### src/rtl/core/b64d_pkg.sv
// shared types, status codes and alphabet lookup for the base64url decoder
package b64d_pkg;

    localparam logic [1:0] STATUS_OK       = 2'd0;
    localparam logic [1:0] STATUS_BAD_LEN  = 2'd1;
    localparam logic [1:0] STATUS_BAD_CHAR = 2'd2;
    localparam logic [1:0] STATUS_LEFTOVER = 2'd3;

    localparam int unsigned QUEUE_DEPTH = 4;

    typedef struct packed {
        logic [7:0] char_code;
        logic       has_char;
        logic       end_of_text;
    } in_word_t;

    typedef struct packed {
        logic [7:0] data_byte;
        logic       byte_valid;
        logic       run_end;
        logic [1:0] status;
    } out_word_t;

    // classified character handed from front to back
    typedef struct packed {
        logic [5:0] sextet;
        logic       in_alphabet;
        logic       has_char;
        logic       last;
    } cls_word_t;

    typedef struct packed {
        logic       hit;
        logic [5:0] value;
    } sextet_t;

    function automatic sextet_t sextet_of(input logic [7:0] c);
        sextet_t r;
        r.hit   = 1'b1;
        r.value = 6'd0;
        if (c >= 8'h41 && c <= 8'h5a) begin
            r.value = 6'(c - 8'h41);
        end else if (c >= 8'h61 && c <= 8'h7a) begin
            r.value = 6'(c - 8'h61 + 8'd26);
        end else if (c >= 8'h30 && c <= 8'h39) begin
            r.value = 6'(c - 8'h30 + 8'd52);
        end else if (c == 8'h2d) begin
            r.value = 6'd62;
        end else if (c == 8'h5f) begin
            r.value = 6'd63;
        end else begin
            r.hit = 1'b0;
        end
        return r;
    endfunction

endpackage

### src/rtl/core/b64d_front.sv
// input stage: accepts characters and classifies them against the alphabet
module b64d_front
    import b64d_pkg::*;
(
    input  logic      aclk,
    input  logic      aresetn,
    input  logic      s_valid,
    output logic      s_ready,
    input  in_word_t  s_data,
    output logic      push,
    input  logic      push_ready,
    output cls_word_t push_word
);

    logic      vld_reg;
    logic      vld_next;
    cls_word_t word_reg;
    sextet_t   lookup;

    assign lookup  = sextet_of(s_data.char_code);
    assign s_ready = !vld_reg || push_ready;
    assign push    = vld_reg;
    assign push_word = word_reg;

    always_comb begin
        vld_next = vld_reg;
        if (s_valid && s_ready) begin
            vld_next = 1'b1;
        end else if (push_ready) begin
            vld_next = 1'b0;
        end
    end

    always_ff @(posedge aclk) begin
        if (!aresetn) begin
            vld_reg <= 1'b0;
        end else begin
            vld_reg <= vld_next;
        end
    end

    always_ff @(posedge aclk) begin
        if (s_valid && s_ready) begin
            word_reg.sextet      <= lookup.value;
            word_reg.in_alphabet <= lookup.hit;
            word_reg.has_char    <= s_data.has_char;
            word_reg.last        <= s_data.end_of_text;
        end
    end

endmodule

### src/rtl/core/b64d_queue.sv
// short queue of classified characters between front and back
module b64d_queue
    import b64d_pkg::*;
(
    input  logic      aclk,
    input  logic      aresetn,
    input  logic      push,
    output logic      push_ready,
    input  cls_word_t push_word,
    output logic      pop_valid,
    input  logic      pop,
    output cls_word_t pop_word
);

    localparam int unsigned PW = $clog2(QUEUE_DEPTH);
    localparam int unsigned CW = $clog2(QUEUE_DEPTH + 1);

    cls_word_t         slot_reg [QUEUE_DEPTH];
    logic [PW-1:0]     wr_ptr_reg;
    logic [PW-1:0]     wr_ptr_next;
    logic [PW-1:0]     rd_ptr_reg;
    logic [PW-1:0]     rd_ptr_next;
    logic [CW-1:0]     fill_reg;
    logic [CW-1:0]     fill_next;
    logic              do_push;
    logic              do_pop;

    assign push_ready = (fill_reg != CW'(QUEUE_DEPTH));
    assign pop_valid  = (fill_reg != '0);
    assign pop_word   = slot_reg[rd_ptr_reg];
    assign do_push    = push && push_ready;
    assign do_pop     = pop && pop_valid;

    always_comb begin
        wr_ptr_next = wr_ptr_reg;
        rd_ptr_next = rd_ptr_reg;
        fill_next   = fill_reg;
        if (do_push) begin
            wr_ptr_next = (wr_ptr_reg == PW'(QUEUE_DEPTH - 1)) ? '0 : wr_ptr_reg + 1'b1;
        end
        if (do_pop) begin
            rd_ptr_next = (rd_ptr_reg == PW'(QUEUE_DEPTH - 1)) ? '0 : rd_ptr_reg + 1'b1;
        end
        if (do_push && !do_pop) begin
            fill_next = fill_reg + 1'b1;
        end else if (do_pop && !do_push) begin
            fill_next = fill_reg - 1'b1;
        end
    end

    always_ff @(posedge aclk) begin
        if (!aresetn) begin
            wr_ptr_reg <= '0;
            rd_ptr_reg <= '0;
            fill_reg   <= '0;
        end else begin
            wr_ptr_reg <= wr_ptr_next;
            rd_ptr_reg <= rd_ptr_next;
            fill_reg   <= fill_next;
        end
    end

    always_ff @(posedge aclk) begin
        if (do_push) begin
            slot_reg[wr_ptr_reg] <= push_word;
        end
    end

endmodule

### src/rtl/core/b64d_back.sv
// decode stage: bit accumulator, byte emission, run-end status and output register
module b64d_back
    import b64d_pkg::*;
#(
    parameter int unsigned MAX_CHARS = 512
) (
    input  logic      aclk,
    input  logic      aresetn,
    input  logic      pop_valid,
    output logic      pop,
    input  cls_word_t pop_word,
    output logic      m_valid,
    input  logic      m_ready,
    output out_word_t m_data
);

    localparam int unsigned CNTW = $clog2(MAX_CHARS + 2);
    localparam logic [CNTW-1:0] MAX_CNT = CNTW'(MAX_CHARS);

    logic [11:0]     acc_reg;
    logic [11:0]     acc_next;
    logic [3:0]      pend_reg;
    logic [3:0]      pend_next;
    logic [CNTW-1:0] cnt_reg;
    logic [CNTW-1:0] cnt_next;
    logic            bad_reg;
    logic            bad_next;
    logic            out_vld_reg;
    logic            out_vld_next;
    out_word_t       out_reg;
    out_word_t       out_next;
    logic [11:0]     acc_shift;
    logic [11:0]     left_mask;
    logic [3:0]      pend_add;

    assign pop     = pop_valid && (!out_vld_reg || m_ready);
    assign m_valid = out_vld_reg;
    assign m_data  = out_reg;

    always_comb begin
        acc_next  = acc_reg;
        pend_next = pend_reg;
        cnt_next  = cnt_reg;
        bad_next  = bad_reg;
        out_next  = '0;
        acc_shift = '0;
        left_mask = '0;
        pend_add  = pend_reg + 4'd6;
        if (pop_word.has_char) begin
            if (cnt_reg <= MAX_CNT) begin
                cnt_next = cnt_reg + 1'b1;
            end
            if (!bad_reg) begin
                if (!pop_word.in_alphabet) begin
                    bad_next = 1'b1;
                end else begin
                    acc_next  = {acc_reg[5:0], pop_word.sextet};
                    pend_next = pend_add;
                    if (pend_add >= 4'd8) begin
                        pend_next           = pend_add - 4'd8;
                        acc_shift           = acc_next >> pend_next;
                        out_next.data_byte  = acc_shift[7:0];
                        out_next.byte_valid = 1'b1;
                    end
                end
            end
        end
        if (pop_word.last) begin
            out_next.run_end = 1'b1;
            left_mask = (12'd1 << pend_next) - 12'd1;
            if (cnt_next == '0 || cnt_next > MAX_CNT || cnt_next[1:0] == 2'd1) begin
                out_next.status = STATUS_BAD_LEN;
            end else if (bad_next) begin
                out_next.status = STATUS_BAD_CHAR;
            end else if ((acc_next & left_mask) != '0) begin
                out_next.status = STATUS_LEFTOVER;
            end else begin
                out_next.status = STATUS_OK;
            end
            acc_next  = '0;
            pend_next = '0;
            cnt_next  = '0;
            bad_next  = 1'b0;
        end
    end

    always_comb begin
        out_vld_next = out_vld_reg;
        if (pop) begin
            out_vld_next = 1'b1;
        end else if (m_ready) begin
            out_vld_next = 1'b0;
        end
    end

    always_ff @(posedge aclk) begin
        if (!aresetn) begin
            acc_reg     <= '0;
            pend_reg    <= '0;
            cnt_reg     <= '0;
            bad_reg     <= 1'b0;
            out_vld_reg <= 1'b0;
        end else begin
            out_vld_reg <= out_vld_next;
            if (pop) begin
                acc_reg  <= acc_next;
                pend_reg <= pend_next;
                cnt_reg  <= cnt_next;
                bad_reg  <= bad_next;
            end
        end
    end

    always_ff @(posedge aclk) begin
        if (pop) begin
            out_reg <= out_next;
        end
    end

endmodule

### src/rtl/core/base64url_decoder_checked_core.sv
// top level of the unpadded base64url decoder with run-end status
// One word per cycle in each direction while the output is not stalled: every
// input word yields exactly one result word, registered in turn in the front
// classify register, one slot of the four-entry queue, then the decode output
// register. The queue lets the front keep taking words while a result waits.
// A result carries a byte when the character completed eight bits, and the
// word marked end_of_text carries the run status (bad length, bad character,
// nonzero leftover bits, in that order); a run whose status is not ok is to
// be discarded. MAX_CHARS sets the longest accepted run.
module base64url_decoder_checked_core
    import b64d_pkg::*;
#(
    parameter int unsigned MAX_CHARS = 512
) (
    input  logic      aclk,
    input  logic      aresetn,
    input  logic      s_valid,
    output logic      s_ready,
    input  in_word_t  s_data,
    output logic      m_valid,
    input  logic      m_ready,
    output out_word_t m_data
);

    logic      push;
    logic      push_ready;
    cls_word_t push_word;
    logic      pop_valid;
    logic      pop;
    cls_word_t pop_word;

    b64d_front u_front (
        .aclk       (aclk),
        .aresetn    (aresetn),
        .s_valid    (s_valid),
        .s_ready    (s_ready),
        .s_data     (s_data),
        .push       (push),
        .push_ready (push_ready),
        .push_word  (push_word)
    );

    b64d_queue u_queue (
        .aclk       (aclk),
        .aresetn    (aresetn),
        .push       (push),
        .push_ready (push_ready),
        .push_word  (push_word),
        .pop_valid  (pop_valid),
        .pop        (pop),
        .pop_word   (pop_word)
    );

    b64d_back #(
        .MAX_CHARS (MAX_CHARS)
    ) u_back (
        .aclk      (aclk),
        .aresetn   (aresetn),
        .pop_valid (pop_valid),
        .pop       (pop),
        .pop_word  (pop_word),
        .m_valid   (m_valid),
        .m_ready   (m_ready),
        .m_data    (m_data)
    );

endmodule

### config.mk
export PLATFORM = sky130hd
export DESIGN_NAME = base64url_decoder_checked_core
export DESIGN_NICKNAME = d
export VERILOG_FILES = /design/src/rtl/core/b64d_pkg.sv /design/src/rtl/core/b64d_front.sv /design/src/rtl/core/b64d_queue.sv /design/src/rtl/core/b64d_back.sv /design/src/rtl/core/base64url_decoder_checked_core.sv
export SDC_FILE = /design/constraint.sdc
export NUM_CORES = 1
export LEC_CHECK = 0
export BUFFER_PORTS_ARGS = -buffer_cell sky130_fd_sc_hd__buf_2
export CORE_ASPECT_RATIO = 0.8
export CORE_MARGIN = 2
export CORE_UTILIZATION = 43
export CTS_BUF_LIST = sky130_fd_sc_hd__clkbuf_4
export CTS_CLUSTER_DIAMETER = 30
export DETAILED_ROUTE_END_ITERATION = 8
export PLACE_DENSITY = 0.58
export SLEW_MARGIN = 20
export SYNTH_ARGS = -nofsm -noshare
export SYNTH_HDL_FRONTEND = slang
export SYNTH_SLANG_ARGS = --single-unit
### constraint.sdc
create_clock -name aclk -period 5.03 [get_ports aclk]
set_clock_uncertainty 0.05 [all_clocks]
set_input_delay 1.2575 -clock aclk [delete_from_list [all_inputs] [get_ports aclk]]
set_output_delay 1.2575 -clock aclk [all_outputs]
set_load 0.01 [all_outputs]
# Yosys cells after proc, flatten, opt, wreduce, memory -nomap -nowiden
# Memories as Yosys holds them, arrays and structs flattened. A register that Yosys moved wholly into a read port is not among the register bits.
# Cells that the tools add are included.
totals:
  regBits: 57
  ramBits: 36
  output_inout_bits: 14
  n_memories: 1
memory_table:
  columns: ["name", "depth", "word_bits", "read_ports", "rd_clocked_by_memory_dff", "wr", "line", "text"]
  rows:
  - ["u_queue.slot_reg", 4, 9, 1, 1, 1, "b64d_queue.sv:18", "cls_word_t slot_reg [QUEUE_DEPTH];"]
op_classes:
  add_sub_neg: 13
  n_lt_le_gt_ge: 9
  eq_ne: 6
  shift: 2
  mux: 39
  bitwise_logic: 5
  n_reduce_logical: 27
op_table:
  columns: ["op", "count"]
  rows:
  - ["12-bit two-way mux", 4]
  - ["10-bit two-way mux", 3]
  - ["6-bit two-way mux", 5]
  - ["4-bit two-way mux", 5]
  - ["8-bit by 7-bit >= comparator with 1-bit output (second input constant)", 2]
  - ["8-bit by 7-bit <= comparator with 1-bit output (second input constant)", 2]
  - ["2-bit two-way mux", 7]
  - ["12-bit AND", 1]
  - ["1-bit two-way mux", 12]
  - ["12-bit nonzero test", 1]
  - ["1-bit by 4-bit << shifter with 12-bit output (first input constant)", 1]
  - ["12-bit by 4-bit right shift with 8-bit output", 1]
  - ["12-bit by 1-bit subtractor with 12-bit output (second input constant)", 1]
  - ["6-bit subtractor (second input constant)", 2]
  - ["10-bit by 1-bit adder with 10-bit output (second input constant)", 1]
  - ["10-bit greater-than comparator (second input constant)", 1]
  - ["10-bit <= comparator (second input constant)", 1]
  - ["10-bit zero test", 1]
  - ["1-bit logical AND", 9]
  - ["3-bit two-way mux", 3]
  - ["8-bit by 6-bit == test with 1-bit output (second input constant)", 1]
  - ["8-bit by 7-bit == test with 1-bit output (second input constant)", 1]
  - ["8-bit by 6-bit >= comparator with 1-bit output (second input constant)", 1]
  - ["8-bit by 6-bit <= comparator with 1-bit output (second input constant)", 1]
  - ["other kinds (20)", 34]

# Longest topological paths before layout
logic_depth:
  word_depth: 14
  ltp_mapped: 16
  mapped_depth_nobuf: 13

# By module
# From an unflattened synthesis, not the netlist that was laid out.
unflattened:
  cells_unflattened: 472
  area_unflattened_um2: 5103.6
by_module_without_submodules:
  columns: ["module", "n_inst", "cells_each", "area_each_um2", "seq_area_each_um2"]
  rows:
  - ["b64d_back", 1, 278, 2447.3, 900.9]
  - ["b64d_queue", 1, 98, 1778.0, 1261.2]
  - ["b64d_front", 1, 96, 878.3, 290.3]

# Worst setup path after synthesis
# No wires, ideal clock.
synth_timing:
  path_kind: "reg2reg"
  startpoint: "register u_back.pend_reg[1]"
  endpoint: "register u_back.out_reg, in the netlist u_back.m_data[1], data pin"
  setup_time_ns: 0.268
  t_arrival_ns: 3.177
  required_ns: 4.712
  setup_slack_ns: 1.535
  stages_incl_launch_ff: 14
  path_buffers: 3
  period_less_slack_ns: 3.495
  path_cell_list: "dfxtp_1 > clkbuf_1 > clkinv_1 > ha_1 > clkbuf_1 > a31oi_1 > ha_1 > clkbuf_1 > o21ai_0 > o211a_1 > nor4_1 > o221ai_1 > a2111oi_2 > nor3b_2"
synth_via:
  elab_chain_len: 12
  word_cells_on_any_way: 13
synth_lines:
  columns: ["item", "line", "text"]
  rows:
  - ["start: declaration", "b64d_back.sv:22", "logic [3:0] pend_reg;"]
  - ["start signal: assignment", "b64d_back.sv:107", "pend_reg <= pend_next;"]
  - ["4-bit by 3-bit adder with 4-bit output", "b64d_back.sv:48", "pend_add = pend_reg + 4'd6;"]
  - ["4-bit subtractor / 4-bit >= comparator (equally long branches)", "b64d_back.sv:60, b64d_back.sv:59", null]
  - ["4-bit two-way mux", "b64d_back.sv:59", "if (pend_add >= 4'd8) begin"]
  - ["4-bit two-way mux", "b64d_back.sv:54", "if (!pop_word.in_alphabet) begin"]
  - ["4-bit two-way mux", "b64d_back.sv:53", "if (!bad_reg) begin"]
  - ["4-bit two-way mux (*)", "b64d_back.sv:49", "if (pop_word.has_char) begin"]
  - ["1-bit by 4-bit << shifter with 12-bit output (*)", "b64d_back.sv:70", "left_mask = (12'd1 << pend_next) - 12'd1;"]
  - ["12-bit by 1-bit subtractor with 12-bit output (*)", "b64d_back.sv:70", null]
  - ["12-bit AND (*)", "b64d_back.sv:75", "end else if ((acc_next & left_mask) != '0) begin"]
  - ["12-bit nonzero test (*)", "b64d_back.sv:75", null]
  - ["2-bit two-way mux (*)", "b64d_back.sv:75", null]
  - ["2-bit two-way mux (*)", "b64d_back.sv:73", "end else if (bad_next) begin"]
  - ["end signal: assignment", "b64d_back.sv:116", "out_reg <= out_next;"]
  - ["end: declaration", "b64d_back.sv:30", "out_word_t out_reg;"]
# Every way passes the cells marked *; elsewhere a longest branch is shown, timed or not.
# A chain may end at the register's enable or synchronous reset.

==> metrics.md <==
| Metric | Value |
|---|---|
| Synth Area in Compound Gates | 17.2% |
| Top-area cell type share of the netlist area | 34.4% |
| Critical path class | flip-flop to flip-flop |
| I/O pin total | 28 |
| Starting Density | 43.6% |
| Synthesis Warnings | 0 |
| Synthesized Nets | 497 |
| Cell count after synthesis | 465 |
| Hold_sp | u_back.m_valid |
| CTS tree | built |
| I/O Buffers | 27 |
| Vias/cell | 5.61 |
| Ant diodes | 0 |
| Worst path cell trace | or2_2 > o22ai_2 > and2_1 > nor4_1 > a31oi_1 > ha_1 > nand2b_1 > a21oi_1 > o211a_1 > nor4_1 > o221ai_1 > a2111oi_2 > nor3b_2 |
| Critical path's slowest cell | ha_1 |
| Post-synthesis mux area share | 6.14% |
| Initial antenna violation count | 0 |
| R2R cell count | 13 |
| Worst-path clk slew | 150 ps |
| #FFs+latches synth | 94 |
| Global-route wire length before repair | 17400 µm |
| Rows | 35 |
| Gp weighted congestion | 0.885 |
| Final Hold Vio Count | 0 |
| Most frequent cell after synthesis | edfxtp_1 |
| Post-synth top cells | edfxtp_1 (57), dfxtp_1 (37), nor2_1 (34) |
| DIE WIDTH | 124 µm |
| Worst Hold End | u_back.m_valid |
| Clk sink count | 94 |
| Die area | 12400 µm² |
| Via count | 3576 |
| Final setup TNS | 0 ps |
| Crit path max fanout | 14 |
| Main flop type after synthesis | edfxtp_1 |
| DRC viols | 0 |
| Simple-Gate Fraction of Synth Area | 16.7% |
| Synth top area cells | edfxtp_1 (34%), dfxtp_1 (15%), ha_1 (4.3%), mux4_2 (3.6%), a21oi_1 (3.0%) |
| Total grt overflow | 0 |
| Adder-cell area share of the yosys netlist | 4.68% |
| Seq/Total Area, Yosys | 49.4% |
| Status | finished clean |
| Fin crit period | 4080 ps |
| Leak | 1.91 nW |
| Post-Synth XOR/XNOR Area | 1.59% |
| Layout cell share with drive strength beyond 1 | 15.3% |
| Largest net degree at the start of global routing | 36 |
| # setup viols final | 0 |
| Slew HR | 55.1% |
| R2r endpoint | u_back.m_data[1] |
| Clk_lat worst skew | 450 ps |
| Synth unique cells | 67 |
| Cell taking the most area after synthesis | edfxtp_1 |
| Drt pass-1 iters | 4 |
| Clock root buffer | clkbuf_4 |
| Max Root-Sink Buffers | 2 |
| CP arrival | 4250 ps |
| H-tree lvl count | 3 |
| Fmax | 0.245 GHz |
| Core box area | 11400 µm² |
| Tightest Hold Check Type | flip-flop to flip-flop |
| 1st-iter DRT viols | 153 |
| RSZ-0062 raised after global routing | no |
| Routed WL | 10500 µm |
| Slowest cell delay on critical path | 500 ps |
| P&R area growth vs syn | 7.66% |
| Post-CTS Resized | 0 |
| Num CTS Buffers | 9 |
| Layout fillers | 1087 |
| Post-synth ARST share | 0% |
| Vias in the first global route | 3423 |
| Antenna Violating Nets Remaining | 0 |
| EDFF count, synth | 57 |
| PD cells | 454 nW/µm² |
| Tot Pwr | 0.00243 W |
| Die H | 100 µm |
| R2r setup slk | 950 ps |
| Final-report max-slew violation count | 0 |
| Post-DP HPWL | 7280 µm |
| WP data required | 5200 ps |
| Final clock period utilization by the worst path | 81.1% |
| Critical path's most frequent cell | nor4_1 |
| Startpoint Class | flip-flop |
| Aggregate global-route resource usage | 18.1% |
| Nets | 517 |
| Max reg flops | 36 |
| Max IR drop VDD | 0.241 mV |
| Least-Margin Pin Slew | 672 ps |
| CP endpoint kind | flip-flop |
| Post-Synthesis Cell Area | 4970 µm² |
| Largest family of logic cells by synthesized area | compound AO/OA/AOI/OAI gates |
| Setup Buffers After CTS | 0 |
| WL/cell | 16.5 µm |
| Hold path cells | 2 |
| Avg Cell Area, Syn | 10.7 µm² |
| Post-CTS Hold Buffers | 0 |
| MaxCap Viol Count | 0 |
[how the worst max path moves through the flow]
| stage | end | slack (ps) | cells past startpoint |
|---|---|---|---|
| after floorplan | u_back.m_data[1] | 1540 | 13 |
| after global placement | u_back.m_data[1] | 1060 | 13 |
| after detailed placement | u_back.m_data[1] | 940 | 13 |
| after CTS | u_back.m_data[1] | 940 | 13 |
| after global routing | u_back.m_data[1] | 560 | 13 |
| final | u_back.m_data[1] | 950 | 13 |
[metal layers]
layer / track usage, % / routed length (µm) / up-vias
met2: 27.4 / 4690 / 76
met5: 0 / 0 / -
li1: - / - / 1770
met3: 4.77 / 504 / 11
met1: 25.6 / 5210 / 1719
met4: 5.19 / 108 / 0
[layout by cell type, fill, tap and decap left out, drive strengths merged, types with 4 or more instances in the layout]
cell type	instances
a211oi	7
a21boi	8
a21oi	30
a22oi	19
a31oi	9
and2	10
and4	5
buf	33
clkbuf	11
dfxtp	37
edfxtp	57
ha	17
inv	21
mux2	4
mux2i	8
mux4	8
nand2	33
nand2b	6
nand3	7
nand4	4
nor2	34
nor2b	21
nor3	6
nor3b	5
nor4	5
o21ai	27
xnor2	6
[power breakdown]
part / internal, W / switching [W]
Clock: 0.000164 / 0.000256
Combinational: 0.000382 / 0.000585
Sequential: 0.000957 / 0.0000867
Total: 0.00150 / 0.000927
[area by class of cell]
class	count	area (µm²)	area share, %
Tap cell	148	185	3.46
Inverter	21	78.8	1.47
Sequential cell	94	2450	45.8
Clock inverter	5	58.8	1.10
Timing Repair Buffer	33	180	3.37
Clock buffer	11	82.6	1.54
Multi-Input combinational cell	326	2310	43.2
[cells by family (layout without fill, tap and decap cells)]
| kind of cell | Yosys count | in the layout |
|---|---|---|
| buffers and inverters | 45 | 70 |
| multiplexers | 20 | 20 |
| AO/OA/AOI/OAI | 127 | 127 |
| flip-flops | 94 | 94 |
| adder cells (fa/ha/maj) | 18 | 18 |
| AND/OR/NAND/NOR | 151 | 151 |
| XOR/XNOR | 9 | 9 |
| other | 1 | 1 |
[worst max-delay path, delay by kind of cell, from the launching register on]
family / cells / cell delay [ps]
AND/OR/NAND/NOR: 6 / 1430
AO/OA/AOI/OAI: 6 / 1410
adder cells (fa/ha/maj): 1 / 500
flip-flops: 1 / 460
[metrics by stage]
stage / setup WS, ps / util (%) / instance area [µm²] / hold slack [ps] / cells
3_3_place_gp: 1060 / 45.7 / 5200 / 413 / 622
5_1_grt: 561 / 47.0 / 5350 / 469 / 638
4_1_cts: 938 / 46.9 / 5340 / 446 / 638
3_5_place_dp: 943 / 45.7 / 5200 / 428 / 622
2_1_floorplan: 1540 / - / 4970 / 409 / 465
6_report: 949 / 47.0 / 5350 / 439 / 638
Power figures use the tool's default switching activity.
